File: config.mk
export PLATFORM = sky130hd
export DESIGN_NAME = i2c_master_bit_sequencer_top
export DESIGN_NICKNAME = d
export VERILOG_FILES = /design/src/sv/i2cms_pkg.sv /design/src/sv/i2cms_front.sv /design/src/sv/i2cms_queue.sv /design/src/sv/i2cms_back.sv /design/src/sv/i2c_master_bit_sequencer_top.sv
export SDC_FILE = /design/constraint.sdc
export NUM_CORES = 1
export LEC_CHECK = 0
export BUFFER_PORTS_ARGS = -buffer_cell sky130_fd_sc_hd__buf_4
export CAP_MARGIN = 20
export CELL_PAD_IN_SITES_DETAIL_PLACEMENT = 0
export CELL_PAD_IN_SITES_GLOBAL_PLACEMENT = 1
export CORE_MARGIN = 4
export CORE_UTILIZATION = 51
export CTS_CLUSTER_SIZE = 25
export DETAILED_ROUTE_END_ITERATION = 12
export PLACE_DENSITY = 0.88
export SYNTH_ARGS = -nofsm -noshare
export SYNTH_HDL_FRONTEND = slang
export SYNTH_SLANG_ARGS = --single-unit
File: constraint.sdc
create_clock -name clk -period 6.31 [get_ports clk]
set_clock_uncertainty 0.05 [all_clocks]
set_input_delay 1.262 -clock clk [delete_from_list [all_inputs] [get_ports clk]]
set_output_delay 1.262 -clock clk [all_outputs]
set_load 0.02 [all_outputs]
File: src/sv/i2cms_pkg.sv
// Package for the I2C master bit sequencer: transaction types, command codes,
// the queued command descriptor and the fixed phase counts.
// Depends on nothing; every other file of the block imports it.
`default_nettype none

package i2cms_pkg;

  // Command codes as they arrive in the input transaction.
  typedef enum logic [2:0] {
    CMD_START    = 3'd0,
    CMD_STOP     = 3'd1,
    CMD_WRITE    = 3'd2,
    CMD_READ     = 3'd3,
    CMD_SEND_ACK = 3'd4,
    CMD_WAIT_ACK = 3'd5
  } cmd_t;

  // One input transaction.
  typedef struct packed {
    logic [2:0] command;
    logic [7:0] data_byte;
    logic       ack_level;
    logic [7:0] line_samples;
  } in_item_t;

  // One bus phase on the result channel.
  typedef struct packed {
    logic       scl_level;
    logic       sda_level;
    logic       sda_is_input;
    logic       hold_delay;
    logic       is_last;
    logic [7:0] read_byte;
    logic       ack_bit;
  } out_item_t;

  localparam int PHASE_W = 5;

  // Classified command, as held in the queue between front and back.
  typedef struct packed {
    cmd_t               cmd;
    logic [PHASE_W-1:0] last_idx;
    logic [7:0]         data_byte;
    logic               ack_level;
    logic [7:0]         line_samples;
  } desc_t;

  // Index of the final phase of each command's run.
  localparam logic [PHASE_W-1:0] LAST_START    = 5'd2;
  localparam logic [PHASE_W-1:0] LAST_STOP     = 5'd1;
  localparam logic [PHASE_W-1:0] LAST_WRITE    = 5'd24;
  localparam logic [PHASE_W-1:0] LAST_READ     = 5'd15;
  localparam logic [PHASE_W-1:0] LAST_SEND_ACK = 5'd3;
  localparam logic [PHASE_W-1:0] LAST_WAIT_ACK = 5'd1;

  // Bit of line_samples that carries the acknowledge level.
  localparam int TOP_BIT = 7;

  // Depth of the command queue between front and back.
  localparam int QUEUE_DEPTH = 2;

  // Delay period after reset, in clock cycles.
  localparam logic [15:0] DELAY_RESET = 16'd500;

endpackage

`default_nettype wire

File: src/sv/i2cms_front.sv
// Front end of the I2C master bit sequencer: accepts command transactions,
// classifies them and pushes a descriptor into the command queue.
// Depends on i2cms_pkg.
`default_nettype none

module i2cms_front (
  input  wire                   rst_n,
  input  wire                   in_valid,
  output logic                  in_stall,
  input  i2cms_pkg::in_item_t   in_item,
  input  wire                   q_full,
  output logic                  q_push,
  output i2cms_pkg::desc_t      q_wdata
);
  import i2cms_pkg::*;

  logic accept;
  logic known;

  // The queue alone throttles the input channel.
  assign in_stall = q_full;
  assign accept   = in_valid && !in_stall;

  // Classify the command and work out the length of its phase run.
  always_comb begin
    q_wdata              = '0;
    q_wdata.cmd          = cmd_t'(in_item.command);
    q_wdata.data_byte    = in_item.data_byte;
    q_wdata.ack_level    = in_item.ack_level;
    q_wdata.line_samples = in_item.line_samples;
    known                = 1'b1;
    case (in_item.command)
      CMD_START:    q_wdata.last_idx = LAST_START;
      CMD_STOP:     q_wdata.last_idx = LAST_STOP;
      CMD_WRITE:    q_wdata.last_idx = LAST_WRITE;
      CMD_READ:     q_wdata.last_idx = LAST_READ;
      CMD_SEND_ACK: q_wdata.last_idx = LAST_SEND_ACK;
      CMD_WAIT_ACK: q_wdata.last_idx = LAST_WAIT_ACK;
      default: begin
        // Unknown codes are taken and dropped without any phase.
        q_wdata.cmd = CMD_START;
        known       = 1'b0;
      end
    endcase
  end

  // Reset holds the push low whatever the input side does.
  assign q_push = accept && known && rst_n;

endmodule

`default_nettype wire

File: src/sv/i2cms_queue.sv
// Short command queue between the front end and the phase generator of the
// I2C master bit sequencer. Depends on i2cms_pkg.
`default_nettype none

module i2cms_queue (
  input  wire                clk,
  input  wire                rst_n,
  input  wire                push,
  input  i2cms_pkg::desc_t   wdata,
  input  wire                pop,
  output i2cms_pkg::desc_t   rdata,
  output logic               full,
  output logic               empty
);
  import i2cms_pkg::*;

  localparam int PTR_W = (QUEUE_DEPTH > 1) ? $clog2(QUEUE_DEPTH) : 1;
  localparam int CNT_W = $clog2(QUEUE_DEPTH + 1);
  localparam logic [PTR_W-1:0] PTR_LAST = PTR_W'(QUEUE_DEPTH - 1);
  localparam logic [CNT_W-1:0] CNT_FULL = CNT_W'(QUEUE_DEPTH);

  desc_t            mem_r [QUEUE_DEPTH];
  logic [PTR_W-1:0] wr_ptr_r;
  logic [PTR_W-1:0] rd_ptr_r;
  logic [CNT_W-1:0] count_r;
  logic [CNT_W-1:0] count_nxt;

  assign full  = (count_r == CNT_FULL);
  assign empty = (count_r == '0);
  assign rdata = mem_r[rd_ptr_r];

  // Occupancy follows the pushes and pops of this cycle.
  always_comb begin
    count_nxt = count_r;
    if (push && !pop) begin
      count_nxt = count_r + CNT_W'(1);
    end else if (pop && !push) begin
      count_nxt = count_r - CNT_W'(1);
    end
  end

  // Pointers and occupancy.
  always_ff @(posedge clk) begin
    if (!rst_n) begin
      wr_ptr_r <= '0;
      rd_ptr_r <= '0;
      count_r  <= '0;
    end else begin
      if (push) begin
        wr_ptr_r <= (wr_ptr_r == PTR_LAST) ? '0 : wr_ptr_r + PTR_W'(1);
      end
      if (pop) begin
        rd_ptr_r <= (rd_ptr_r == PTR_LAST) ? '0 : rd_ptr_r + PTR_W'(1);
      end
      count_r <= count_nxt;
    end
  end

  // Storage for the queued descriptors.
  always_ff @(posedge clk) begin
    if (push) begin
      mem_r[wr_ptr_r] <= wdata;
    end
  end

endmodule

`default_nettype wire

File: src/sv/i2cms_back.sv
// Phase generator of the I2C master bit sequencer: takes descriptors from the
// command queue and emits one bus phase per cycle, unless the output stalls,
// through an output register. Depends on i2cms_pkg.
`default_nettype none

module i2cms_back (
  input  wire                  clk,
  input  wire                  rst_n,
  input  wire                  q_empty,
  input  i2cms_pkg::desc_t     q_rdata,
  output logic                 q_pop,
  output logic                 out_valid,
  input  wire                  out_stall,
  output i2cms_pkg::out_item_t out_item
);
  import i2cms_pkg::*;

  logic               active_r;
  desc_t              desc_r;
  logic [PHASE_W-1:0] phase_r;
  logic [1:0]         sub_r;
  logic [7:0]         shift_r;
  logic               out_valid_r;
  out_item_t          out_r;

  out_item_t          phase;
  logic               advance;
  logic               load;

  // A phase moves into the output register when that register is free.
  assign advance = active_r && (!out_valid_r || !out_stall);
  assign load    = !q_empty && (!active_r || (advance && phase.is_last));
  assign q_pop   = load;

  assign out_valid = out_valid_r;
  assign out_item  = out_r;

  // Bus levels of the current phase, from the command and the phase count.
  always_comb begin
    phase              = '0;
    phase.is_last      = (phase_r == desc_r.last_idx);
    phase.hold_delay   = 1'b1;
    case (desc_r.cmd)
      CMD_START: begin
        phase.scl_level  = (phase_r != LAST_START);
        phase.sda_level  = (phase_r == '0);
        phase.hold_delay = (phase_r != LAST_START);
      end
      CMD_STOP: begin
        phase.scl_level  = 1'b1;
        phase.sda_level  = (phase_r == LAST_STOP);
        phase.hold_delay = (phase_r != LAST_STOP);
      end
      CMD_WRITE: begin
        // The lead-in phase pulls SDA low, then three phases per bit.
        if (phase_r != '0) begin
          phase.scl_level = (sub_r == 2'd1);
          phase.sda_level = shift_r[7];
        end
      end
      CMD_READ: begin
        phase.scl_level    = !phase_r[0];
        phase.sda_level    = 1'b1;
        phase.sda_is_input = 1'b1;
        phase.read_byte    = phase.is_last ? desc_r.line_samples : 8'd0;
      end
      CMD_SEND_ACK: begin
        phase.scl_level = (phase_r == 5'd2);
        phase.sda_level = (phase_r == '0) ? 1'b0 : desc_r.ack_level;
      end
      CMD_WAIT_ACK: begin
        phase.scl_level    = (phase_r == '0);
        phase.sda_level    = 1'b1;
        phase.sda_is_input = 1'b1;
        phase.ack_bit      = phase.is_last && desc_r.line_samples[TOP_BIT];
      end
      default: begin
        phase = '0;
      end
    endcase
  end

  // Sequencer control: busy flag and output valid.
  always_ff @(posedge clk) begin
    if (!rst_n) begin
      active_r    <= 1'b0;
      out_valid_r <= 1'b0;
    end else begin
      if (load) begin
        active_r <= 1'b1;
      end else if (advance && phase.is_last) begin
        active_r <= 1'b0;
      end
      if (advance) begin
        out_valid_r <= 1'b1;
      end else if (!out_stall) begin
        out_valid_r <= 1'b0;
      end
    end
  end

  // Descriptor, phase counters, data shifter and output payload.
  always_ff @(posedge clk) begin
    if (advance) begin
      out_r <= phase;
    end
    if (load) begin
      desc_r  <= q_rdata;
      phase_r <= '0;
      sub_r   <= 2'd0;
      shift_r <= q_rdata.data_byte;
    end else if (advance) begin
      phase_r <= phase_r + PHASE_W'(1);
      if (phase_r != '0) begin
        if (sub_r == 2'd2) begin
          sub_r   <= 2'd0;
          shift_r <= {shift_r[6:0], 1'b0};
        end else begin
          sub_r <= sub_r + 2'd1;
        end
      end
    end
  end

endmodule

`default_nettype wire

File: src/sv/i2c_master_bit_sequencer_top.sv
// Top level of the I2C master bit sequencer: front end, command queue and
// phase generator, plus the delay period register. Depends on i2cms_pkg,
// i2cms_front, i2cms_queue and i2cms_back.
//
//   Channel  Direction  Handshake            Payload
//   in_      input      in_valid / in_stall   in_item   (i2cms_pkg::in_item_t)
//   out_     output     out_valid / out_stall out_item  (i2cms_pkg::out_item_t)
//   cfg_     input      cfg_wr_en             cfg_wr_data (delay_ticks)
//
// The generator emits one phase per cycle unless the result channel stalls;
// phases per command: 3 start, 2 stop, 25 write, 16 read, 4 send ack, 2 wait
// ack. From an idle generator, a command's first phase is registered in the
// queue, the descriptor register and the output register, in that order.
// A two-entry command queue lets new commands be taken while phases drain.
// Reset is synchronous and active low; it empties the queue and the output.
// A stall on the result channel holds the output register and then the queue.
`default_nettype none

module i2c_master_bit_sequencer_top (
  input  wire                  clk,
  input  wire                  rst_n,
  input  wire                  in_valid,
  output logic                 in_stall,
  input  i2cms_pkg::in_item_t  in_item,
  output logic                 out_valid,
  input  wire                  out_stall,
  output i2cms_pkg::out_item_t out_item,
  input  wire                  cfg_wr_en,
  input  wire [15:0]           cfg_wr_data
);
  import i2cms_pkg::*;

  logic        q_push;
  logic        q_pop;
  logic        q_full;
  logic        q_empty;
  desc_t       q_wdata;
  desc_t       q_rdata;
  logic [15:0] delay_ticks_r;

  // Delay period register; it sets the bus timing, not the phase contents.
  always_ff @(posedge clk) begin
    if (!rst_n) begin
      delay_ticks_r <= DELAY_RESET;
    end else if (cfg_wr_en) begin
      delay_ticks_r <= cfg_wr_data;
    end
  end

  i2cms_front u_front (
    .rst_n    (rst_n),
    .in_valid (in_valid),
    .in_stall (in_stall),
    .in_item  (in_item),
    .q_full   (q_full),
    .q_push   (q_push),
    .q_wdata  (q_wdata)
  );

  i2cms_queue u_queue (
    .clk   (clk),
    .rst_n (rst_n),
    .push  (q_push),
    .wdata (q_wdata),
    .pop   (q_pop),
    .rdata (q_rdata),
    .full  (q_full),
    .empty (q_empty)
  );

  i2cms_back u_back (
    .clk       (clk),
    .rst_n     (rst_n),
    .q_empty   (q_empty),
    .q_rdata   (q_rdata),
    .q_pop     (q_pop),
    .out_valid (out_valid),
    .out_stall (out_stall),
    .out_item  (out_item)
  );

  // The front end never pushes into a full queue.
  a_no_overflow: assert property (@(posedge clk) disable iff (!rst_n)
    q_push |-> !q_full)
    else $error("command pushed into a full queue");

  // The generator never takes a descriptor from an empty queue.
  a_no_underflow: assert property (@(posedge clk) disable iff (!rst_n)
    q_pop |-> !q_empty)
    else $error("command popped from an empty queue");

  // A configuration write lands in the delay register on the next cycle.
  a_cfg_write: assert property (@(posedge clk) disable iff (!rst_n)
    cfg_wr_en |=> (delay_ticks_r == $past(cfg_wr_data)))
    else $error("delay period register missed a write");

endmodule

`default_nettype wire
After elaboration in Yosys (flattened, before gate mapping)
Memories as Yosys holds them, arrays and structs flattened. A register that Yosys moved wholly into a read port is not among the register bits.
Cells that the tools add are included.
W data, S select, Z words.
{ "classes": {"reduce_logical": 37, "mux": 26, "eq_ne": 19, "addsub": 6} }
{ "op_table": {"columns": ["operator", "count"], "rows": [
  ["$mux W8", 4],
  ["$pmux W5 S5", 1],
  ["$mux W1", 14],
  ["$eq A3 B2 Y1 const B", 4],
  ["$eq A3 B3 Y1 const B", 4],
  ["$pmux W2 S6", 1],
  ["$reduce_or A6 Y1", 2],
  ["$reduce_bool A2 Y1", 5],
  ["$logic_and A1 B1 Y1", 9],
  ["$logic_not A1 Y1", 8],
  ["$mux W2", 4],
  ["$eq A3 B1 Y1 const B", 2],
  ["$logic_not A3 Y1", 2],
  ["$add A5 B1 Y5 const B", 1],
  ["$eq A5 B1 Y1 const B", 1],
  ["$eq A5 B2 Y1 const B", 1],
  ["$eq A5 B5 Y1", 1],
  ["$logic_not A5 Y1", 1],
  ["$ne A5 B1 Y1 const B", 1],
  ["$ne A5 B2 Y1 const B", 1],
  ["$reduce_bool A5 Y1", 1],
  ["$add A2 B1 Y2 const B", 2],
  ["$eq A2 B2 Y1 const B", 2],
  ["$reduce_and A2 Y1", 2],
  ["other kinds (11)", 14]
]} }
{ "totals": {"input_bits": 41, "output_inout_bits": 16, "elab_cells": 108, "reg_bits": 52, "ramBits": 50, "memories": 1} }
{ "mem_list": {"columns": ["memory", "words", "width", "rd", "rd_ports_with_merged_regs", "wr", "line_no", "rtl"], "rows": [
  ["u_queue.mem_r", 2, 25, 1, 1, 1, "i2cms_queue.sv:22", "desc_t mem_r [QUEUE_DEPTH];"]
]} }

Depth between registers and ports, before layout
Gate-level depths: netlist of run 1.
{ "logic_depth": {"ltp_word": 9, "mapped_depth": 9, "depth_no_buf": 8} }

Cells and area by module
Synthesis of run 1 repeated with hierarchy kept, for this count alone.
{ "unflattened": {"hier_cells": 273, "hier_area_um2": 4299.1} }
{ "modules_own_cells": {"columns": ["module", "seq_area_each_um2", "area_per_inst_um2", "cells_each", "n_inst"], "rows": [
  ["i2cms_back", 1351.3, 2060.7, 143, 1],
  ["i2cms_queue", 1601.5, 2021.9, 100, 1],
  ["i2cms_front", 0.0, 216.5, 30, 1]
]} }

Worst setup path before layout of run 1
No wires, ideal clock.
{ "synth_path": {"kind": "input port to flip-flop", "from": "input port out_stall", "to": "register u_queue.count_r[1]", "path_buffers": 1, "setup_time_ns": 0.076, "stages": 7, "slack_ns": 2.715, "required_ns": 6.184, "t_arrival_ns": 3.470, "cell_sequence": "a221o_1 > o32ai_1 > clkbuf_1 > inv_1 > ha_1 > or3_1 > a21boi_0"} }
{ "synth_via": {"elab_chain_len": 9, "word_cells_on_any_way": 11, "cone_classes": "mux: 1; reduce/logical: 10"} }
{ "synth_lines": {"columns": ["element", "line_no", "rtl"], "rows": [
  ["from (decl)", "i2c_master_bit_sequencer_top.sv:26", "input wire out_stall,"],
  ["$logic_not A1 Y1 *", "i2cms_back.sv:31", "assign advance = active_r && (!out_valid_r || !out_stall);"],
  ["$logic_or A1 B1 Y1 *", "i2cms_back.sv:31", null],
  ["$logic_and A1 B1 Y1 *", "i2cms_back.sv:31", null],
  ["$logic_and A1 B1 Y1 *", "i2cms_back.sv:32", "assign load = !q_empty && (!active_r || (advance && phase.is_last));"],
  ["$logic_or A1 B1 Y1 *", "i2cms_back.sv:32", null],
  ["$logic_and A1 B1 Y1 *", "i2cms_back.sv:32", null],
  ["named net q_pop", "i2c_master_bit_sequencer_top.sv:34", "logic q_pop;"],
  ["$logic_not A1 Y1", "i2cms_queue.sv:35", "if (push && !pop) begin"],
  ["$logic_and A1 B1 Y1", "i2cms_queue.sv:35", null],
  ["$mux W2 / $reduce_bool A2 Y1 (equally long branches)", null, null],
  ["to (signal assigned)", "i2cms_queue.sv:55", "count_r <= count_nxt;"],
  ["to (decl)", "i2cms_queue.sv:25", "logic [CNT_W-1:0] count_r;"]
]} }
The timed path passes the listed nets; every way through them passes the cells marked *.
A chain may end at the register's enable or synchronous reset.

Worst setup path in the final report of run 1
{ "layout_path": {"from": "input port out_stall", "to": "register u_queue.count_r[1]"} }
{ "layout_via": {"elab_chain_len": 9, "word_cells_on_any_way": 11, "cone_classes": "mux: 1; reduce/logical: 10"} }
{ "layout_lines": {"columns": ["element", "line_no"], "rows": [
  ["$logic_not A1 Y1 *", "i2cms_back.sv:31"],
  ["$logic_or A1 B1 Y1 *", "i2cms_back.sv:31"],
  ["$logic_and A1 B1 Y1 *", "i2cms_back.sv:31"],
  ["$logic_and A1 B1 Y1 *", "i2cms_back.sv:32"],
  ["$logic_or A1 B1 Y1 *", "i2cms_back.sv:32"],
  ["$logic_and A1 B1 Y1 *", "i2cms_back.sv:32"],
  ["$logic_not A1 Y1", "i2cms_queue.sv:35"],
  ["$logic_and A1 B1 Y1", "i2cms_queue.sv:35"],
  ["$mux W2 / $reduce_bool A2 Y1 (equally long branches)", null]
]} }
Mark *: on every way between the ends. The rest lies on a longest branch, timed or not.

==> summary.md, run 1 <==
| Metric | Value |
|---|---|
| CP Capture Type | flip-flop |
| Layout fillers | 621 |
| Synth unique cells | 42 |
| Post-CTS resize count | 0 |
| Switching Fraction | 30.69% |
| Final hold vios | 0 |
| Post-Synth Adder-Cell Area | 1.533% |
| Post-DP HPWL | 4376 um |
| Max cap viols | 0 |
| First-pass GRT wire length | 10380 um |
| Largest net degree at the start of global routing | 26 |
| Core area | 7767 um^2 |
| Htree depth | 3 |
| Die area | 9498 um^2 |
| Setup Fix Bufs, Post-CTS | 0 |
| Mapped Nets | 299 |
| Post-synthesis mux area share | 9.902% |
| Routability cong. | 0.7398 |
| Buffers added on ports | 39 |
| Worst vdd ir | 0.0001828 V |
| Multi-input gate area | 1099 um^2 |
| CP arrival | 3.50 ns |
| Hold Buf Count CTS | 0 |
| Sequential power share | 53.3% |
| Final setup viols | 0 |
| Post-route DRC | 0 |
| Combinational Power Share | 26.5% |
| Design Area, Final | 4717 um^2 |
| CTS sink count | 103 |
| Net switching power | 0.5851 mW |
| IO Pins | 57 |
| Reg area | 2953 um^2 |
| Slew HR | 40.03% |
| Vias in the first global route | 2169 |
| Yosys reg bits | 103 |
| Initial antenna violation count | 0 |
| Layout cells sized above 1 | 31.80% |
| XOR/XNOR Fraction of Synth Area | 2.361% |
| Die H | 97.46 um |
| Clk_lat worst skew | 0.36 ns |
| RSZ-0062 raised after global routing | no |
| Leakage | 1.653 nW |
| Crit-path max FO | 19 |
| Synthesized area per cell | 16.13 um^2 |
| Total power | 1.907 mW |
| Slowest stage delay, CP | 0.75 ns |
| Clock root cell | clkbuf_8 |
| RR Startpoint | u_back.desc_r[24] |
| Routed Antenna Nets | 0 |
| Top delay family on crit path | compound AO/OA/AOI/OAI gates |
| Post-Syn Area | 4081 um^2 |
| Slew @ Worst Pin | 0.8995 ns |
| Wire length per cell | 15.50 um |
| Area Overhead vs Synth | 15.57% |
| Setup TNS Final | 0 ns |
| Initial Util | 52.55% |
| Placed cell area | 4528 um^2 |
| Simple-gate share of the synthesized area | 7.511% |
| Clock period minus worst slack | 3.256 ns |
| Crit path buffers/inverters | 2 |
| Fmax | 0.3071 GHz |
| GRT Total Usage | 13.98% |
| Chip Width | 97.46 um |
| WS Path Type | input port to flip-flop |
| Nets@finish | 346 |
| Routed vias | 2119 |
| Slowest stage cell, crit path | o32ai_4 |
| Slew Viols, Final | 0 |
| Post-Syn Instances | 253 |
| Status | finished clean |
| Via/cell ratio | 5.206 |
| Setup crit start | out_stall |
| Startpoint types | input port |
| Initial DRC Count | 94 |
| Synth top area share | 65.48% |
| Synth Area in Compound Gates | 5.089% |
| Largest family of logic cells by synthesized area | multiplexers |
| Antenna Cells | 0 |
| Synth area leaders | edfxtp_1, mux2_2, dfxtp_1, and2_1, ha_1 |
| Hold Path Class | flip-flop to flip-flop |
| # rows | 32 |
| Total grt overflow | 0 |
| Hold_sp | u_back.sub_r[0] |
| CTS tree | yes |
| Final wirelength | 6310 um |
| Internal power | 1.321 mW |
| Cell Pwr Density | 404.2 nW/um^2 |
| Clock share of power | 20.1% |
| CP Cell Sequence | buf_4, a221o_1, o32ai_4, inv_1, ha_1, or3_1, a21boi_0 |
| Part of the Yosys area used for sequential elements | 72.35% |
| First drt pass iteration count | 4 |
| WP data required | 6.55 ns |
| CTS Buf Count | 9 |
| Tcrit/Tclk final | 51.60% |
| Clock Path Buffers | 2 |
| Clock transition at path regs | 0.10 ns |
| Ys Warns | 0 |
| Yosys top cell by area | edfxtp_1 |
cell usage in the layout, fill, tap and decap left out, drive strengths merged, types with 2 or more instances in the layout:
cell type and count:
edfxtp 89, buf 44, mux2 32, dfxtp 14, a21oi 10, and2 10, nand2 9, clkbuf 9
nor2b 9, nor2 8, inv 8, xnor2 7, ha 5, nor3 4, nand2b 4, mux2i 4
xor2 4, a21boi 4, or3 3, a22oi 2, o21ai 2, o31ai 2, nand4 2, clkinvlp 2
clkinv 2
synthesized netlist by cell type:
library cell,count
ha_1,5
o21bai_1,1
clkbuf_1,5
a221o_1,1
nand2b_1,4
or3_1,3
o31ai_1,2
a21boi_2,1
nand4_1,2
inv_1,5
xor2_1,4
nand2_1,9
nand3_1,1
a21o_1,1
mux2_2,31
a21oi_1,10
o32a_1,1
nor4_1,1
nand3b_1,1
a22oi_1,2
dfxtp_1,14
or4b_4,1
o32ai_1,1
mux2i_1,4
nor2_1,8
o22ai_1,1
o21a_1,1
buf_2,2
nor2b_1,9
nor4b_1,1
and2_1,10
mux2_4,1
a21boi_0,3
or2_2,1
buf_1,1
o21ai_0,2
a22o_1,1
xnor2_1,7
a211oi_1,1
edfxtp_1,89
a41o_1,1
nor3_1,4
sequential cells by signal, indices dropped and copies added (netlist names), named ones only:
signal and flops:
u_back.sub_r 2, u_back.phase_r 5, u_queue.count_r 2, u_queue.rd_ptr_r 1
u_back.desc_r 17, u_queue.mem_r 50, u_queue.wr_ptr_r 1, u_back.out_item 14
u_back.out_valid 1, u_back.shift_r 8, u_back.active_r 1
logic make-up after synthesis:
kind of cell,after synthesis
DFF,103
and+or+nand+nor,55
muxes,36
AOI/OAI and AO/OA,30
buffers and inverters,13
xor gates and xnor gates,11
adders and majority gates,5
power groups by stage:
| stage | Sequential (mW) | Combinational (mW) | Clock [mW] |
|---|---|---|---|
| 6_report | 1.02 | 0.506 | 0.384 |
| 5_1_grt | 1.03 | 0.556 | 0.424 |
| 4_1_cts | 1.02 | 0.514 | 0.396 |
| 3_5_place_dp | 1.03 | 0.511 | 0 |
| 3_3_place_gp | 1.03 | 0.498 | 0 |
| 2_1_floorplan | 1.03 | 0.350 | 0 |
final cells by class:
| type | count | share of cell area [%] |
|---|---|---|
| Clock buffer | 9 | 2.626 |
| Inverter | 5 | 0.3979 |
| Multi-Input combinational cell | 137 | 23.29 |
| Tap cell | 102 | 2.706 |
| Sequential cell | 103 | 62.60 |
| Timing Repair Buffer | 44 | 7.003 |
| Clock inverter | 7 | 1.379 |
stage by stage:
step           util [%]  hold slack, ns  cells  setup slack [ns]
3_3_place_gp      58.30          0.4067    391             2.709
6_report          60.73          0.4396    407             3.054
3_5_place_dp      58.30          0.4277    391             2.641
2_1_floorplan         -          0.3950    253             2.715
4_1_cts           60.73          0.4413    407             3.027
5_1_grt           60.73          0.4716    407             2.908
layer usage:
layer	track usage (%)	vias to the layer above	share of wire, %
li1	-	1044	-
met1	16.63	1033	43
met2	23.99	34	51
met3	3.805	8	3.9
met4	5.751	0	1.7
met5	0	-	0
path summary, 6_finish.rpt:
path | end | slack, ns | cells past startpoint
setup / recovery | u_queue.count_r[1] | 3.05 | 7
hold / removal | u_back.sub_r[0] | 0.44 | 2
setup reg to reg | u_queue.count_r[1] | 3.46 | 6
hold reg to reg | u_back.sub_r[0] | 0.44 | 2
worst min-delay path, delay by kind of cell, from the launching register on:
family,cells,cell delay (ns)
AOI/OAI and AO/OA,1,0.05
and+or+nand+nor,1,0.06
DFF,1,0.34
No activity file was read; power rests on OpenSTA's default activity.
==> run 2: changes to the inputs <==
--- a/config.mk
+++ b/config.mk
@@ -10,10 +10,10 @@
 export CELL_PAD_IN_SITES_DETAIL_PLACEMENT = 0
 export CELL_PAD_IN_SITES_GLOBAL_PLACEMENT = 1
 export CORE_MARGIN = 4
-export CORE_UTILIZATION = 51
+export CORE_UTILIZATION = 43
 export CTS_CLUSTER_SIZE = 25
 export DETAILED_ROUTE_END_ITERATION = 12
-export PLACE_DENSITY = 0.88
+export PLACE_DENSITY = 0.79
 export SYNTH_ARGS = -nofsm -noshare
 export SYNTH_HDL_FRONTEND = slang
 export SYNTH_SLANG_ARGS = --single-unit
==> constraint.sdc (replaced) <==
create_clock -name clk -period 2.8 [get_ports clk]
set_clock_uncertainty 0.05 [all_clocks]
set_input_delay 0.56 -clock clk [delete_from_list [all_inputs] [get_ports clk]]
set_output_delay 0.56 -clock clk [all_outputs]
set_load 0.02 [all_outputs]
==> run 2 against run 1 <==
  * Sequential power increased by 120%
  * Sequential share of layout area is 0.93 points lower
  * Worst setup slack worse by 2.6 ns
  * Critical path depth is the same
  * Largest power group unchanged
  * Combinational power up 140%
  * Sequential cell count stayed put
  * Critical path type is now flip-flop to flip-flop
  * Final area increased by 1.5%
  * Clock power is 120% higher
  * Hold slack worse by 0.12 ns
  * Utilization fell by 8.9 points
  * Count of clock-buffer cells in the layout stayed put
==> summary.md, run 2 (same netlist as run 1, synthesis figures left out) <==
| Metric | Value |
|---|---|
| Clock transition at path regs | 0.10 ns |
| Post-CTS resize count | 0 |
| Setup crit start | u_back.phase_r[0] |
| First drt pass iteration count | 4 |
| RR Startpoint | u_back.phase_r[0] |
| Hold_sp | in_item[12] |
| Met1 WL | 2921 um |
| Setup WS pre-CTS | 0.3962 ns |
| Htree depth | 3 |
| CP arrival | 2.57 ns |
| Number of flip-flops in the largest register | 50 |
| Hold Path Class | input port to flip-flop |
| Max cap viols | 0 |
| Die H | 105.4 um |
| Post-DP HPWL | 4417 um |
| Metal2 WL | 3026 um |
| First-pass GRT wire length | 10230 um |
| Setup TNS Final | 0 ns |
| Clock root cell | clkbuf_8 |
| CTS Buf Count | 9 |
| Largest net degree at the start of global routing | 36 |
| IO Pins | 57 |
| Clock period minus worst slack | 2.324 ns |
| Initial Util | 44.17% |
| Wire length per cell | 14.32 um |
| Chip Width | 105.4 um |
| Placed cell area | 4612 um^2 |
| Most frequent cells in the layout | edfxtp_1, buf_4, mux2_2 |
| Core area | 9240 um^2 |
| Fmax | 0.4303 GHz |
| Die area | 11110 um^2 |
| Design Area, Final | 4788 um^2 |
| Cell Pwr Density | 901.1 nW/um^2 |
| Non-Filler Instances | 438 |
| Worst vdd ir | 0.0003885 V |
| Final setup viols | 0 |
| WS Path Type | flip-flop to flip-flop |
| CP Capture Type | flip-flop |
| Most common cell after layout, fill and taps aside | edfxtp_1 |
| Routed vias | 2154 |
| Tcrit/Tclk final | 83.01% |
| Clk_lat worst skew | 0.36 ns |
| Buffers added on ports | 39 |
| Startpoint types | flip-flop |
| Highest Signal Layer | met4 |
| Area Overhead vs Synth | 17.32% |
| WP data required | 3.04 ns |
| GRT Total Usage | 11.81% |
| Multi-input gate area | 1099 um^2 |
| Total grt overflow | 0 |
| Post-route DRC | 0 |
| Leakage | 1.675 nW |
| Worst hold slack | 0.3236 ns |
| Via/cell ratio | 4.918 |
| Clock Path Buffers | 2 |
| Layout cells sized above 1 | 32.69% |
| Slew Viols, Final | 0 |
| Slew @ Worst Pin | 0.8081 ns |
| Crit-path max FO | 6 |
| Status | finished clean |
| CTS tree | yes |
| Reg with most FFs | u_queue.mem_r |
| Routed Antenna Nets | 0 |
| Hold Buf Count CTS | 0 |
| CTS sink count | 103 |
| Final wirelength | 6272 um |
| Reg area | 2953 um^2 |
| Met3 wire length | 168 um |
| Setup Fix Bufs, Post-CTS | 0 |
| Antenna Cells | 0 |
| Placed Instances | 423 |
| # rows | 35 |
| RSZ-0062 raised after global routing | no |
| Layout fillers | 779 |
| Post-route setup slack | 0.4758 ns |
| Final hold vios | 0 |
| Vias in the first global route | 2137 |
| Nets@finish | 351 |
| Initial antenna violation count | 0 |
| Slew HR | 45.63% |
| Routability cong. | 0.7661 |
| Initial DRC Count | 62 |
## run 2: cell count changes in the layout (fill, tap and decap cells not counted), sizes merged
| cell | previous run | this run |
|---|---|---|
| buf | 44 | 49 |
| clkinv | 2 | 1 |
## run 2: power by group
part	switching, mW	internal, mW	leakage, nW
Combinational	0.641	0.575	0.649
Sequential	0.151	2.10	0.942
Clock	0.513	0.332	0.0842
Total	1.30	3.01	1.68
## run 2: layout make-up
cell class              instances  area share, %
clock buffers                   9          2.587
clock inverters                 6          1.097
inverters                       5         0.3920
multi-input cells             137          22.94
flip-flops and latches        103          61.67
well taps                     129          3.371
repair buffers                 49          7.944
## run 2: per-layer routing
| layer | up-vias | GRT usage (%) |
|---|---|---|
| met4 | 0 | 6.560 |
| met3 | 13 | 2.143 |
| met5 | - | 0 |
| met2 | 34 | 19.03 |
| met1 | 1053 | 15.05 |
| li1 | 1054 | - |
## run 2: path summary, 6_finish.rpt
kind | end | slack (ns) | cells after the start
worst min register to register | u_back.sub_r[0] | 0.42 | 2
worst max-delay path | u_queue.count_r[1] | 0.48 | 7
worst min-delay path | u_queue.mem_r[1][12] | 0.32 | 1
worst max register to register | u_queue.count_r[1] | 0.48 | 7
## run 2: critical path, cell delays in order (launching register included)
cell and delay (ns):
dfxtp_1 0.51, xnor2_1 0.16, nand3_1 0.23, o32ai_4 0.38, inv_1 0.08, ha_1 0.33
or3_1 0.35, a21boi_0 0.16
## run 2: stage by stage
stage,power (mW),utilization (%)
6_report,4.315,51.82
5_1_grt,4.553,51.82
4_1_cts,4.365,51.82
3_5_place_dp,3.519,49.91
3_3_place_gp,3.496,49.91
2_1_floorplan,3.103,-
